<file path="src/rtl/core/sedge_pkg.sv">
package sedge_pkg;

  localparam int PIX_W       = 8;
  localparam int DIM_W       = 11;
  localparam int THR_W       = 8;
  localparam int POS_W       = 10;
  localparam int GRAD_W      = 8;
  localparam int CALC_W      = 13;
  localparam int APB_DATA_W  = 32;
  localparam int APB_ADDR_W  = 4;
  localparam int IN_TDATA_W  = 8;
  localparam int OUT_TDATA_W = 48;

  localparam int DEF_MAX_WIDTH  = 1024;
  localparam int DEF_MAX_HEIGHT = 1024;

  localparam logic [DIM_W-1:0] RST_WIDTH     = DIM_W'(512);
  localparam logic [DIM_W-1:0] RST_HEIGHT    = DIM_W'(512);
  localparam logic [THR_W-1:0] RST_THRESHOLD = '0;

  localparam logic [1:0] REG_WIDTH     = 2'd0;
  localparam logic [1:0] REG_HEIGHT    = 2'd1;
  localparam logic [1:0] REG_THRESHOLD = 2'd2;

  typedef struct packed {
    logic             emit;
    logic             last;
    logic [POS_W-1:0] row;
    logic [POS_W-1:0] col;
  } sedge_tag_t;

  // index of the last pixel along one dimension, size clamped to 3..max
  function automatic logic [CALC_W-1:0] last_index(logic [DIM_W-1:0] raw,
                                                   logic [CALC_W-1:0] maxv);
    logic [CALC_W-1:0] ext;
    ext = CALC_W'(raw);
    if (ext < CALC_W'(3)) begin
      last_index = CALC_W'(2);
    end else if (ext > maxv) begin
      last_index = maxv - CALC_W'(1);
    end else begin
      last_index = ext - CALC_W'(1);
    end
  endfunction

  // positive part minus negative part, clamped to 0..255
  function automatic logic [GRAD_W-1:0] clamp_grad(logic [9:0] pos, logic [9:0] neg);
    logic [10:0] diff;
    diff = {1'b0, pos} - {1'b0, neg};
    if (diff[10]) begin
      clamp_grad = '0;
    end else if (diff[9:8] != 2'b00) begin
      clamp_grad = '1;
    end else begin
      clamp_grad = diff[7:0];
    end
  endfunction

endpackage

</file>
<file path="src/rtl/core/sedge_grad.sv">
module sedge_grad
  import sedge_pkg::*;
(
  input  logic                   clk,
  input  logic                   rst,
  input  logic                   shift,
  input  logic [PIX_W-1:0]       top,
  input  logic [PIX_W-1:0]       mid,
  input  logic [PIX_W-1:0]       px,
  input  sedge_tag_t             tag,
  input  logic [THR_W-1:0]       threshold,
  output logic                   free,
  output logic                   m_tvalid,
  input  logic                   m_tready,
  output logic [OUT_TDATA_W-1:0] m_tdata,
  output logic                   m_tlast
);

  logic [PIX_W-1:0] win [9];
  logic             s2_valid;
  sedge_tag_t       s2_tag;
  logic             out_free;

  logic [9:0]        gx_pos, gx_neg, gy_pos, gy_neg;
  logic [GRAD_W-1:0] gx, gy;
  logic [8:0]        gsum;
  logic [GRAD_W-1:0] gsat, edge_val;

  assign out_free = !m_tvalid || m_tready;
  assign free     = !s2_valid || out_free;

  // window rows top to bottom, columns left to right
  always_ff @(posedge clk) begin
    if (rst) begin
      for (int i = 0; i < 9; i++) begin
        win[i] <= '0;
      end
    end else if (shift) begin
      win[0] <= win[1];
      win[1] <= win[2];
      win[2] <= top;
      win[3] <= win[4];
      win[4] <= win[5];
      win[5] <= mid;
      win[6] <= win[7];
      win[7] <= win[8];
      win[8] <= px;
    end
  end

  always_ff @(posedge clk) begin
    if (rst) begin
      s2_valid <= 1'b0;
    end else if (shift) begin
      s2_valid <= tag.emit;
    end else if (out_free) begin
      s2_valid <= 1'b0;
    end
  end

  always_ff @(posedge clk) begin
    if (shift) begin
      s2_tag <= tag;
    end
  end

  always_comb begin
    gx_pos   = 10'(win[2]) + {1'b0, win[5], 1'b0} + 10'(win[8]);
    gx_neg   = 10'(win[0]) + {1'b0, win[3], 1'b0} + 10'(win[6]);
    gy_pos   = 10'(win[6]) + {1'b0, win[7], 1'b0} + 10'(win[8]);
    gy_neg   = 10'(win[0]) + {1'b0, win[1], 1'b0} + 10'(win[2]);
    gx       = clamp_grad(gx_pos, gx_neg);
    gy       = clamp_grad(gy_pos, gy_neg);
    gsum     = 9'(gx) + 9'(gy);
    gsat     = gsum[8] ? '1 : gsum[7:0];
    edge_val = (gsat > threshold) ? gsat : '0;
  end

  always_ff @(posedge clk) begin
    if (rst) begin
      m_tvalid <= 1'b0;
    end else if (out_free) begin
      m_tvalid <= s2_valid;
    end
  end

  always_ff @(posedge clk) begin
    if (out_free && s2_valid) begin
      m_tdata <= {4'b0000, edge_val, gy, gx, s2_tag.col, s2_tag.row};
      m_tlast <= s2_tag.last;
    end
  end

endmodule

</file>
<file path="config.mk">
export PLATFORM = sky130hd
export DESIGN_NAME = sedge_grad
export DESIGN_NICKNAME = d
export VERILOG_FILES = /design/src/rtl/core/sedge_pkg.sv /design/src/rtl/core/sedge_grad.sv
export SDC_FILE = /design/constraint.sdc
export NUM_CORES = 1
export LEC_CHECK = 0
export BUFFER_PORTS_ARGS = -buffer_cell sky130_fd_sc_hd__buf_4
export CORE_MARGIN = 2
export CORE_UTILIZATION = 55
export DETAILED_ROUTE_END_ITERATION = 10
export PLACE_DENSITY = 0.75
export SLEW_MARGIN = 20
export SYNTH_ARGS = -nofsm -noshare
export SYNTH_HDL_FRONTEND = slang
export SYNTH_SLANG_ARGS = --single-unit
</file>
<file path="constraint.sdc">
create_clock -name clk -period 7.4 [get_ports clk]
set_clock_uncertainty 0.05 [all_clocks]
set_input_delay 0.74 -clock clk [delete_from_list [all_inputs] [get_ports clk]]
set_output_delay 0.74 -clock clk [all_outputs]
set_load 0.02 [all_outputs]
</file>
* Yosys cells after proc, flatten, opt, wreduce, memory -nomap -nowiden
Memory sizes are Yosys's and may differ from the RTL's.
Index checks and enable logic that the tools add are counted.
Widths: inputs -> output; s select.
** Word-level totals
- Memories :: 1
- Bits of input ports :: 58
- Bits in writable memories :: 72
- Bits in registers :: 68
- Output and inout bits :: 51
- Memory bits (read-only) :: 0
- Latch bits :: 0
- Word-level logic and storage cells :: 59
** Memories
- win :: words 9, width 8, read ports 9, clocked after memory_dff 0, wr ports 9, RTL line sedge_grad.sv:19 : logic [PIX_W-1:0] win [9];
** Cells by class
- Multiplexer cells :: 21
- Div/mod/pow operators :: 0
- Shift operators :: 0
- $mul :: 0
- Equal/unequal tests :: 0
- Add/subtract/negate cells :: 11
- Reductions and logical operators :: 8
- $lt $le $gt $ge :: 1
- Bitwise operators :: 9
** Operators by type and width (number)
- $mux 8 :: 14
- $add 10x8->10 :: 4
- $add 8x9->10 :: 4
- $sub 10x10->11 :: 2
- $add 8x8->9 :: 1
- $or 1x1->1 :: 9
- $gt 8x8->1 :: 1
- $mux 1 :: 7
- $reduce_bool 2->1 :: 3
- $logic_not 1->1 :: 2
- $logic_or 1x1->1 :: 2
- $logic_and 1x1->1 :: 1

* Longest topological paths before layout
Gate-level depths: netlist of the first run.
An unclocked memory read counts as a cell.
- Word-level depth :: 10
- Gate-level depth with buffers :: 32
- Mapped depth without buffers :: 30

* Worst setup path before layout of the first run
Ideal clock, no wire load.
- Path kind :: reg-to-reg
- From :: memory win[0][0]
- To :: register m_tdata[42] (data pin)
- Data required time :: 7.073 ns
- Path buffers :: 2
- Clock period less this slack :: 6.804 ns
- Arrival :: 6.476 ns
- Slack :: 0.596 ns
- Stages on the path, launching flop included :: 31
- Setup time :: 0.277 ns
- Cells stage by stage :: edfxtp_1 > fa_1 > inv_1 > fa_1 > fa_1 > ha_1 > fa_1 > a211oi_1 > o21bai_1 > o41a_1 > o211ai_1 > o31a_1 > buf_2 > o21a_1 > ha_1 > inv_1 > fa_1 > nor2b_1 > o21a_1 > o21ai_0 > a31oi_1 > a21oi_1 > buf_2 > nand2_1 > ha_1 > nor2b_1 > o21a_1 > o21a_1 > o21a_1 > o21ai_1 > a211oi_1
** RTL lines
- from (decl) :: RTL line sedge_grad.sv:19
- to (signal assigned) :: RTL line sedge_grad.sv:89 : m_tdata <= {4'b0000, edge_val, gy, gx, s2_tag.col, s2_tag.row};
- to (decl) :: RTL line sedge_grad.sv:15 : output logic [OUT_TDATA_W-1:0] m_tdata,

==> out/qor.csv, run 1 <==
stage;metric;value;unit
outcome;outcome;complete, no violations;
placement;dp_hpwl;10.9;mm
cells_and_area;final_util;0.678;
worst_setup_path;worstSetupStartpointType;register;
die;fp.coreArea;0.0145;mm^2
worst_setup_path;rr_startpoint;win[0][18];
cells_and_area;syn2layout_area_growth;20.1;%
hold_path;hp-class;register to register;
cells_and_area;final_common_cell;edfxtp_1;
die;die_area;0.0159;mm^2
die;num_rows;44;
drt;vias;4902;
drt;drc;0;
sta;drv_slew;0;
worst_setup_path;crit_arrival;7.09;ns
worst_setup_path;rr_worst_depth;24;
cells_and_area;fin_cells;963;
clock_tree;ctsHoldBuffers;0;
worst_setup_path;path_max_fanout;11;
die;ios;109;
die;die_x;126;um
worst_setup_path;critPathKind;register to register;
drt;drtIter0Drc;256;
sta;setup_tns;0;ns
sta;fmax;0.144;GHz
drt;via_per_inst;5.09;
sta;hold_violations;0;
clock_tree;cts_tree;built;
worst_setup_path;worstSetupEndpointType;register;
yosys;ys_ff_latch;140;
hold_path;worstHoldStart;s2_tag[4];
drt;drtPass1Iterations;4;
yosys;syn_avg_cell_area;12.6;um^2
placement;dpl.cell_count;927;
yosys;ys_seq_area_frac;0.510;
yosys;synth_edf_count;138;
sta;fin_crit;6.96;ns
drt;totalWireLength;14.6;mm
drt;wl_per_cell;15.2;um
sta;max_slew_margin;0.403;
yosys;syn_area;0.00820;mm^2
clock_tree;worstSkewPairLatency;0.43;ns
cells_and_area;antenna-diode-count;0;
grt;first_global_vias;4994;
sta;finalCritPeriodShare;0.941;
drt;ant_nets;0;
worst_setup_path;worstSetupStartpoint;win[0][18];
yosys;synth_async_sr_flop_share;0;
placement;gpl.final_weighted_congestion;0.837;
cells_and_area;layout_common_cells;138 x edfxtp_1, 137 x inv_1, 108 x buf_4, 73 x and2_1, 62 x fa_1;
grt;antenna_found_initial;0;
sta;finalSetupViolations;0;
flow_run;drv_cap;0;
grt;grt_max_degree;73;
yosys;ys_types;52;
yosys;yosysWarnings;0;
sta;max_slew.worst_pin.slew;0.896;ns
clock_tree;clockRootBuffer;clkbuf_16;
die;initial_utilization;0.564;
clock_tree;clk_pin_slew;0.07;ns
grt;grt.overflow.total;0;
placement;portBuffers;104;
yosys;yosys_most_used_dff;edfxtp_1;
clock_tree;htree_levels;4;
grt;grt_use_total;0.191;
clock_tree;cts_made_buffers;17;
cells_and_area;drive_gt1_frac;0.203;
grt;grt_pass1_wl;24.0;mm
cells_and_area;nFillCells;1059;
die;chipHeight;126;um
clock_tree;cts_sinks;140;
clock_tree;cts.path.max_buffers;2;
hold_path;worstHoldPathCells;0;
yosys;syn_inst;651;
cells_and_area;final_nets;927;
worst_setup_path;crit_required;7.52;ns
==> stage by stage <==
step                instance area, um^2  setup WS [ns]  hold WS (ns)
CTS                                9760          0.142         0.369
global route                       9850        -0.0207         0.377
finish                             9850          0.437         0.369
global placement                   9160          0.391         0.350
detailed placement                 9160          0.178         0.355
floorplan                          8210          0.596         0.350
==> cell type report <==
class                      instances  area, um^2  area share
sequential                       140        4180       0.425
clock buffer                      17         425      0.0432
timing repair buffer             110         858      0.0871
multi-input combinational        359        3460       0.352
clock inverter                    15         173      0.0175
inverter                         138         518      0.0526
tap                              184         230      0.0234
==> layer usage <==
metal | up-vias | wire (um) | global-route usage
met4 | 0 | 173 | 0.0530
met1 | 2359 | 6490 | 0.256
met2 | 124 | 7290 | 0.313
met5 | - | 0 | 0
met3 | 13 | 680 | 0.0476
li1 | 2406 | - | -
==> cells by family after synthesis <==
| family | after synthesis | share of synthesized area |
|---|---|---|
| simple gates | 137 | 0.0961 |
| buf+inv | 155 | 0.0743 |
| flops | 140 | 0.510 |
| xor+xnor | 13 | 0.0139 |
| fa+ha+maj | 103 | 0.215 |
| other cells | 1 | 0.000457 |
| compound gates | 102 | 0.0902 |
==> timing repair <==
action | 4_1_cts | 5_1_grt
setup endpoints to repair | 0 | 8
gates resized for setup | 0 | 6
buffers inserted | 0 | 2
==> critical path, cell delays in order (launching register included) <==
cell	delay (ns)
edfxtp_1	0.46
fa_1	0.62
fa_1	0.46
fa_1	0.56
fa_1	0.51
a211oi_1	0.24
o21bai_1	0.14
o31ai_2	0.25
a22o_2	0.29
nor3_1	0.09
a2111oi_1	0.55
ha_1	0.37
a21o_1	0.22
a21oi_1	0.17
a31oi_1	0.09
a21oi_1	0.22
buf_4	0.20
and2_1	0.14
ha_1	0.14
nor2b_1	0.04
o21a_1	0.16
o21a_1	0.18
o21a_1	0.20
o21ai_4	0.23
a21oi_1	0.09
==> synthesized netlist by cell type, types with 2 or more instances <==
| cell | n | share of area |
|---|---|---|
| a221oi_1 | 6 | 0.0064 |
| buf_2 | 3 | 0.0018 |
| a211oi_1 | 11 | 0.010 |
| a21oi_1 | 23 | 0.014 |
| nor2_1 | 18 | 0.0082 |
| nand2b_1 | 7 | 0.0053 |
| buf_4 | 4 | 0.0037 |
| fa_1 | 63 | 0.15 |
| o21bai_1 | 4 | 0.0037 |
| nor3b_1 | 2 | 0.0018 |
| a21oi_2 | 2 | 0.0021 |
| edfxtp_1 | 138 | 0.51 |
| o32ai_1 | 5 | 0.0053 |
| o21a_1 | 12 | 0.011 |
| nor2b_1 | 5 | 0.0038 |
| nor3b_2 | 2 | 0.0031 |
| a31oi_1 | 2 | 0.0015 |
| inv_1 | 137 | 0.063 |
| a21boi_0 | 2 | 0.0018 |
| a2111oi_1 | 2 | 0.0024 |
| dfxtp_1 | 2 | 0.0049 |
| o21ai_1 | 4 | 0.0024 |
| and2_1 | 73 | 0.056 |
| nand3_1 | 2 | 0.0012 |
| xor2_1 | 7 | 0.0075 |
| o21ai_0 | 6 | 0.0037 |
| clkbuf_1 | 8 | 0.0037 |
| nor3_1 | 5 | 0.0031 |
| ha_1 | 40 | 0.061 |
| nand2_1 | 16 | 0.0073 |
| xnor2_1 | 6 | 0.0064 |
| a21o_1 | 14 | 0.013 |
==> worst paths after layout <==
path | end | slack (ns)
worst min register to register | m_tdata[14] | 0.37
worst max-delay path | m_tdata[38] | 0.44
worst max register to register | m_tdata[38] | 0.44
worst min-delay path | m_tdata[14] | 0.37
==> registers in the layout, indices dropped and copies added, names as in the netlist <==
name	cells
win	72
m_tvalid	1
s2_valid	1
m_tlast	1
m_tdata	44
s2_tag	21
Power of run 1 is not shown: default switching activity piles up to over one toggle a cycle in this logic, so the estimate is an artifact.
==> run 2: changes to the inputs <==
--- a/config.mk
+++ b/config.mk
@@ -6,6 +6,7 @@
 export NUM_CORES = 1
 export LEC_CHECK = 0
 export BUFFER_PORTS_ARGS = -buffer_cell sky130_fd_sc_hd__buf_4
+export CORE_ASPECT_RATIO = 0.75
 export CORE_MARGIN = 2
 export CORE_UTILIZATION = 55
 export DETAILED_ROUTE_END_ITERATION = 10
==> run 2 against run 1 <==
Against the previous run: register-to-register slack worse by 0.08 ns; first-iteration DRC count is 2.3% lower; design area increased by 0.27%; global-route usage increased by 1.4 points; core utilization up 0.33 points; cell count grew 1.7%; via count is 2.5% higher; wire length up 5.5%; critical endpoint is now m_tdata[41].
==> out/qor.csv, run 2 (synthesis gave the netlist of run 1 again) <==
stage;metric;value;unit;change
outcome;outcome;complete, no violations;;
drt;drtIter0Drc;250;;-2.3%
grt;first_global_vias;5132;;+2.8%
cells_and_area;final_common_cell;edfxtp_1;;
sta;finalSetupViolations;0;;unchanged
grt;grt_use_total;0.205;;+0.0144
cells_and_area;layout_common_cells;138 x edfxtp_1, 137 x inv_1, 109 x buf_4, 73 x and2_1, 63 x fa_1;;
worst_setup_path;crit_arrival;7.16;ns;+0.07 ns
die;ios;109;;unchanged
worst_setup_path;rr_startpoint;win[0][0];;
sta;max_slew.worst_pin.slew;0.905;ns;+0.00899 ns
cells_and_area;regMostFlops;win;;
clock_tree;clockRootBuffer;clkbuf_16;;
die;die_area;0.0159;mm^2;about the same
drt;ant_nets;0;;unchanged
placement;dpl.cell_count;943;;+1.7%
die;die_x;145;um;+15%
sta;fmax;0.142;GHz;-1.1%
grt;antenna_found_initial;0;;unchanged
clock_tree;htree_levels;4;;unchanged
cells_and_area;fin_cells;979;;+1.7%
flow_run;drv_cap;0;;unchanged
placement;place_area;0.00918;mm^2;+0.22%
drt;drtPass1Iterations;4;;unchanged
grt;grt.overflow.total;0;;unchanged
sta;hold_violations;0;;unchanged
worst_setup_path;critPathKind;register to register;;
grt;grt_max_degree;73;;unchanged
worst_setup_path;slowest_delay;0.55;ns;-0.07 ns
clock_tree;cts_made_buffers;17;;unchanged
clock_tree;clk_pin_slew;0.06;ns;about the same
clock_tree;cts_tree;built;;
cells_and_area;syn2layout_area_growth;20.5;%;
worst_setup_path;worstSetupEndpointType;register;;
drt;vias;5027;;+2.5%
die;initial_utilization;0.565;;+0.00127
worst_setup_path;crit_cells;28;;+17%
cells_and_area;largest_reg_flops;72;;unchanged
die;num_rows;38;;-14%
worst_setup_path;worstSetupStartpoint;win[0][0];;
drt;wl_per_cell;15.8;um;+3.8%
sta;finalCritPeriodShare;0.952;;+0.0108
drt;via_per_inst;5.13;;+0.87%
sta;fin_crit;7.04;ns;+0.0803 ns
sta;hold_ws;0.368;ns;-0.000638 ns
clock_tree;cts_sinks;140;;unchanged
sta;drv_slew;0;;unchanged
cells_and_area;drive_gt1_frac;0.204;;+0.00128
cells_and_area;top_regs;win: 72 flops, m_tdata: 44 flops, s2_tag: 21 flops;;
worst_setup_path;cp_top_family;compound AO/OA/AOI/OAI gates;;
worst_setup_path;crit_path_end;m_tdata[41];;
worst_setup_path;crit_buf_inv;2;;+1
cells_and_area;nFillCells;1008;;-4.8%
worst_setup_path;rr_worst_depth;28;;+17%
die;fp.coreArea;0.0145;mm^2;-0.22%
worst_setup_path;cp_slowest_cell;fa_1;;
drt;totalWireLength;15.4;mm;+5.5%
sta;setup_tns;0;ns;unchanged
die;chipHeight;110;um;-13%
worst_setup_path;crit_required;7.52;ns;about the same
worst_setup_path;reg2reg_slack;0.36;ns;-0.08 ns
clock_tree;worstSkewPairLatency;0.42;ns;about the same
worst_setup_path;worstReg2RegEnd;m_tdata[41];;
placement;portBuffers;104;;unchanged
hold_path;hp-class;register to register;;
cells_and_area;final_cell_area;0.00988;mm^2;+0.27%
sta;max_slew_margin;0.397;;-0.00600
cells_and_area;antenna-diode-count;0;;unchanged
drt;drc;0;;unchanged
cells_and_area;final_nets;928;;+0.11%
worst_setup_path;path_max_fanout;8;;-3
placement;gpl.final_weighted_congestion;0.853;;+1.9%
worst_setup_path;worstSetupStartpointType;register;;
placement;dp_hpwl;11.2;mm;+2.8%
clock_tree;cts.path.max_buffers;2;;unchanged
grt;grt_pass1_wl;25.2;mm;+5.0%
[run 2: worst min-delay path by stage]
stage | endpoint | slack, ns | cells past startpoint | startpoint
after floorplan | m_tdata[0] | 0.35 | 0 | s2_tag[10]
after global placement | m_tdata[8] | 0.35 | 0 | s2_tag[18]
after detailed placement | m_tdata[0] | 0.35 | 0 | s2_tag[10]
after CTS | m_tdata[0] | 0.37 | 0 | s2_tag[10]
after global routing | m_tdata[2] | 0.38 | 0 | s2_tag[12]
final | m_tdata[0] | 0.37 | 0 | s2_tag[10]
[run 2: what timing repair did]
item,4_1_cts,5_1_grt
setup endpoints to repair,0,8
buffers inserted,0,3
hold buffers,0,0
gates resized for setup,0,9
[run 2: layer usage]
layer  vias up  routed length [um]  share of wire  track usage
met1      2452                6780           0.44        0.272
met3        21                 738          0.048       0.0452
li1       2415                   -              -            -
met2       139                7690           0.50        0.341
met4         0                 233          0.015       0.0721
met5         -                   0              0            0
[run 2: through the flow]
step / util / setup slack (ns)
after floorplan: - / 0.596
after global placement: 0.633 / 0.404
after detailed placement: 0.633 / 0.172
after CTS: 0.674 / 0.0177
after global routing: 0.681 / -0.0109
final: 0.681 / 0.356
[run 2: layout make-up]
class	count	area [um^2]	share of cell area
flip-flops and latches	140	4180	0.424
repair buffers	111	858	0.0869
well taps	200	250	0.0253
clock buffers	18	429	0.0434
clock inverters	13	165	0.0167
multi-input cells	359	3470	0.352
inverters	138	518	0.0524
Power of run 2 is left out for the same reason.
==> run 3: changes to the inputs <==
--- a/config.mk
+++ b/config.mk
@@ -10,7 +10,8 @@
 export CORE_MARGIN = 2
 export CORE_UTILIZATION = 55
 export DETAILED_ROUTE_END_ITERATION = 10
-export PLACE_DENSITY = 0.75
+export PLACE_DENSITY = 0.82
+export RECOVER_POWER = 100
 export SLEW_MARGIN = 20
 export SYNTH_ARGS = -nofsm -noshare
 export SYNTH_HDL_FRONTEND = slang
==> run 3 against run 2 <==
Against the previous run: via count is 0.48% higher; largest cell class unchanged; the flow now finishes with violations (max-capacitance violations, max-slew violations); critical path depth is 2 higher; core utilization is 1.4 points lower.
==> out/qor.csv, run 3 (synthesis gave the netlist of run 1 again) <==
stage;metric;value;unit;change
cells_and_area;nFillCells;1080;;+7.1%
cells_and_area;largest_reg_flops;72;;unchanged
flow_run;drv_cap;2;;+2
worst_setup_path;path_max_fanout;8;;unchanged
worst_setup_path;worstSetupStartpointType;register;;
sta;max_slew_margin;-1.56;;-1.95
sta;finalCritPeriodShare;0.948;;-0.00424
worst_setup_path;worstSetupEndpointType;register;;
clock_tree;clockRootBuffer;clkbuf_16;;
worst_setup_path;rr_startpoint;win[0][20];;
cells_and_area;multi_input_area;0.00346;mm^2;-0.32%
drt;via_per_inst;5.15;;+0.37%
die;ios;109;;unchanged
grt;grt_use_total;0.212;;+0.00649
sta;max_slew.worst_pin.slew;3.83;ns;+2.93 ns
grt;grt_max_degree;73;;unchanged
outcome;violations;max-capacitance violations, max-slew violations;;
hold_path;worstHoldStart;s2_tag[15];;
clock_tree;cts_tree;built;;
sta;fin_crit;7.01;ns;-0.0314 ns
clock_tree;worstSkewPairLatency;0.43;ns;about the same
cells_and_area;antenna-diode-count;0;;unchanged
drt;drtIter0Drc;365;;+46%
sta;fmax;0.143;GHz;+0.45%
clock_tree;cts.path.max_buffers;2;;unchanged
placement;dp_hpwl;11.6;mm;+3.3%
drt;wl_per_cell;16.2;um;+2.6%
clock_tree;clk_pin_slew;0.06;ns;about the same
cells_and_area;layout_common_cells;138 x edfxtp_1, 137 x inv_1, 62 x fa_1, 51 x clkbuf_1, 48 x and2_0;;
clock_tree;cts_made_buffers;17;;unchanged
worst_setup_path;crit_arrival;7.13;ns;-0.03 ns
die;num_rows;38;;unchanged
sta;drv_slew;95;;+95
cells_and_area;final_util;0.667;;-0.0142
die;initial_utilization;0.565;;unchanged
worst_setup_path;crit_top_cell;inv_1;;
cells_and_area;regMostFlops;win;;
die;die_area;0.0159;mm^2;unchanged
outcome;outcome;complete, but fails checks;;
grt;antenna_found_initial;0;;unchanged
drt;ant_nets;0;;unchanged
die;die_x;145;um;unchanged
drt;drtPass1Iterations;5;;+1
cells_and_area;drive_gt1_frac;0.141;;-0.0631
sta;hold_ws;0.371;ns;+0.00266 ns
sta;hold_violations;0;;unchanged
placement;gpl.final_weighted_congestion;0.899;;+5.5%
worst_setup_path;worstSetupStartpoint;win[0][20];;
clock_tree;htree_levels;4;;unchanged
drt;vias;5051;;+0.48%
worst_setup_path;slowest_delay;0.56;ns;about the same
clock_tree;cts_sinks;140;;unchanged
cells_and_area;syn2layout_area_growth;17.9;%;
drt;drc;0;;unchanged
worst_setup_path;critPathKind;register to register;;
die;fp.coreArea;0.0145;mm^2;unchanged
cells_and_area;final_nets;928;;unchanged
cells_and_area;top_regs;win: 72 flops, m_tdata: 44 flops, s2_tag: 21 flops;;
cells_and_area;final_common_cell;edfxtp_1;;
drt;totalWireLength;15.9;mm;+2.7%
placement;portBuffers;104;;unchanged
grt;grt_pass1_wl;26.2;mm;+3.8%
worst_setup_path;cp_slowest_cell;fa_1;;
grt;grt.overflow.total;0;;unchanged
hold_path;hp-class;register to register;;
worst_setup_path;crit_required;7.51;ns;about the same
cells_and_area;ff_latch_area;0.00418;mm^2;unchanged
sta;finalSetupViolations;0;;unchanged
grt;first_global_vias;5294;;+3.2%
die;chipHeight;110;um;unchanged
-- run 3: through the flow --
stage	setup TNS, ns	worst slack [ns]	instances	area [um^2]
after floorplan	0	0.596	654	8210
after global placement	0	0.431	943	9180
after detailed placement	0	0.0295	943	9180
after CTS	0	0.117	975	9800
after global routing	-0.0207	-0.0125	980	9670
final	0	0.388	980	9670
-- run 3: critical path, delay by kind of cell, from the launching register on --
kind,cells,cell delay [ns]
adders and majority gates,7,2.79
AOI/OAI and AO/OA,14,2.67
and+or+nand+nor,4,0.59
DFF,1,0.34
buffers and inverters,5,0.31
-- run 3: area by class of cell --
| class | count | share of cell area |
|---|---|---|
| inverters | 138 | 0.0536 |
| well taps | 200 | 0.0259 |
| clock inverters | 15 | 0.0197 |
| repair buffers | 111 | 0.0664 |
| multi-input cells | 359 | 0.358 |
| flip-flops and latches | 140 | 0.433 |
| clock buffers | 17 | 0.0440 |
-- run 3: repair_timing --
item	CTS	global route
setup buffers	0	3
pin swaps	0	2
hold buffers	0	0
endpoints found under the setup margin	6	8
gates resized for setup	1	9
-- run 3: layer usage --
layer,GRT usage,routed length (um),share of wire
met2,0.358,7900,0.50
met4,0.0728,263,0.017
met3,0.0527,710,0.045
met1,0.273,6990,0.44
met5,0,0,0
-- run 3: worst paths after layout --
check / to / slack [ns] / depth (start not counted)
setup / recovery: m_tdata[43] / 0.39 / 30
hold reg to reg: m_tdata[5] / 0.37 / 0
setup reg to reg: m_tdata[43] / 0.39 / 30
hold / removal: m_tdata[5] / 0.37 / 0
Power of run 3 is left out for the same reason.
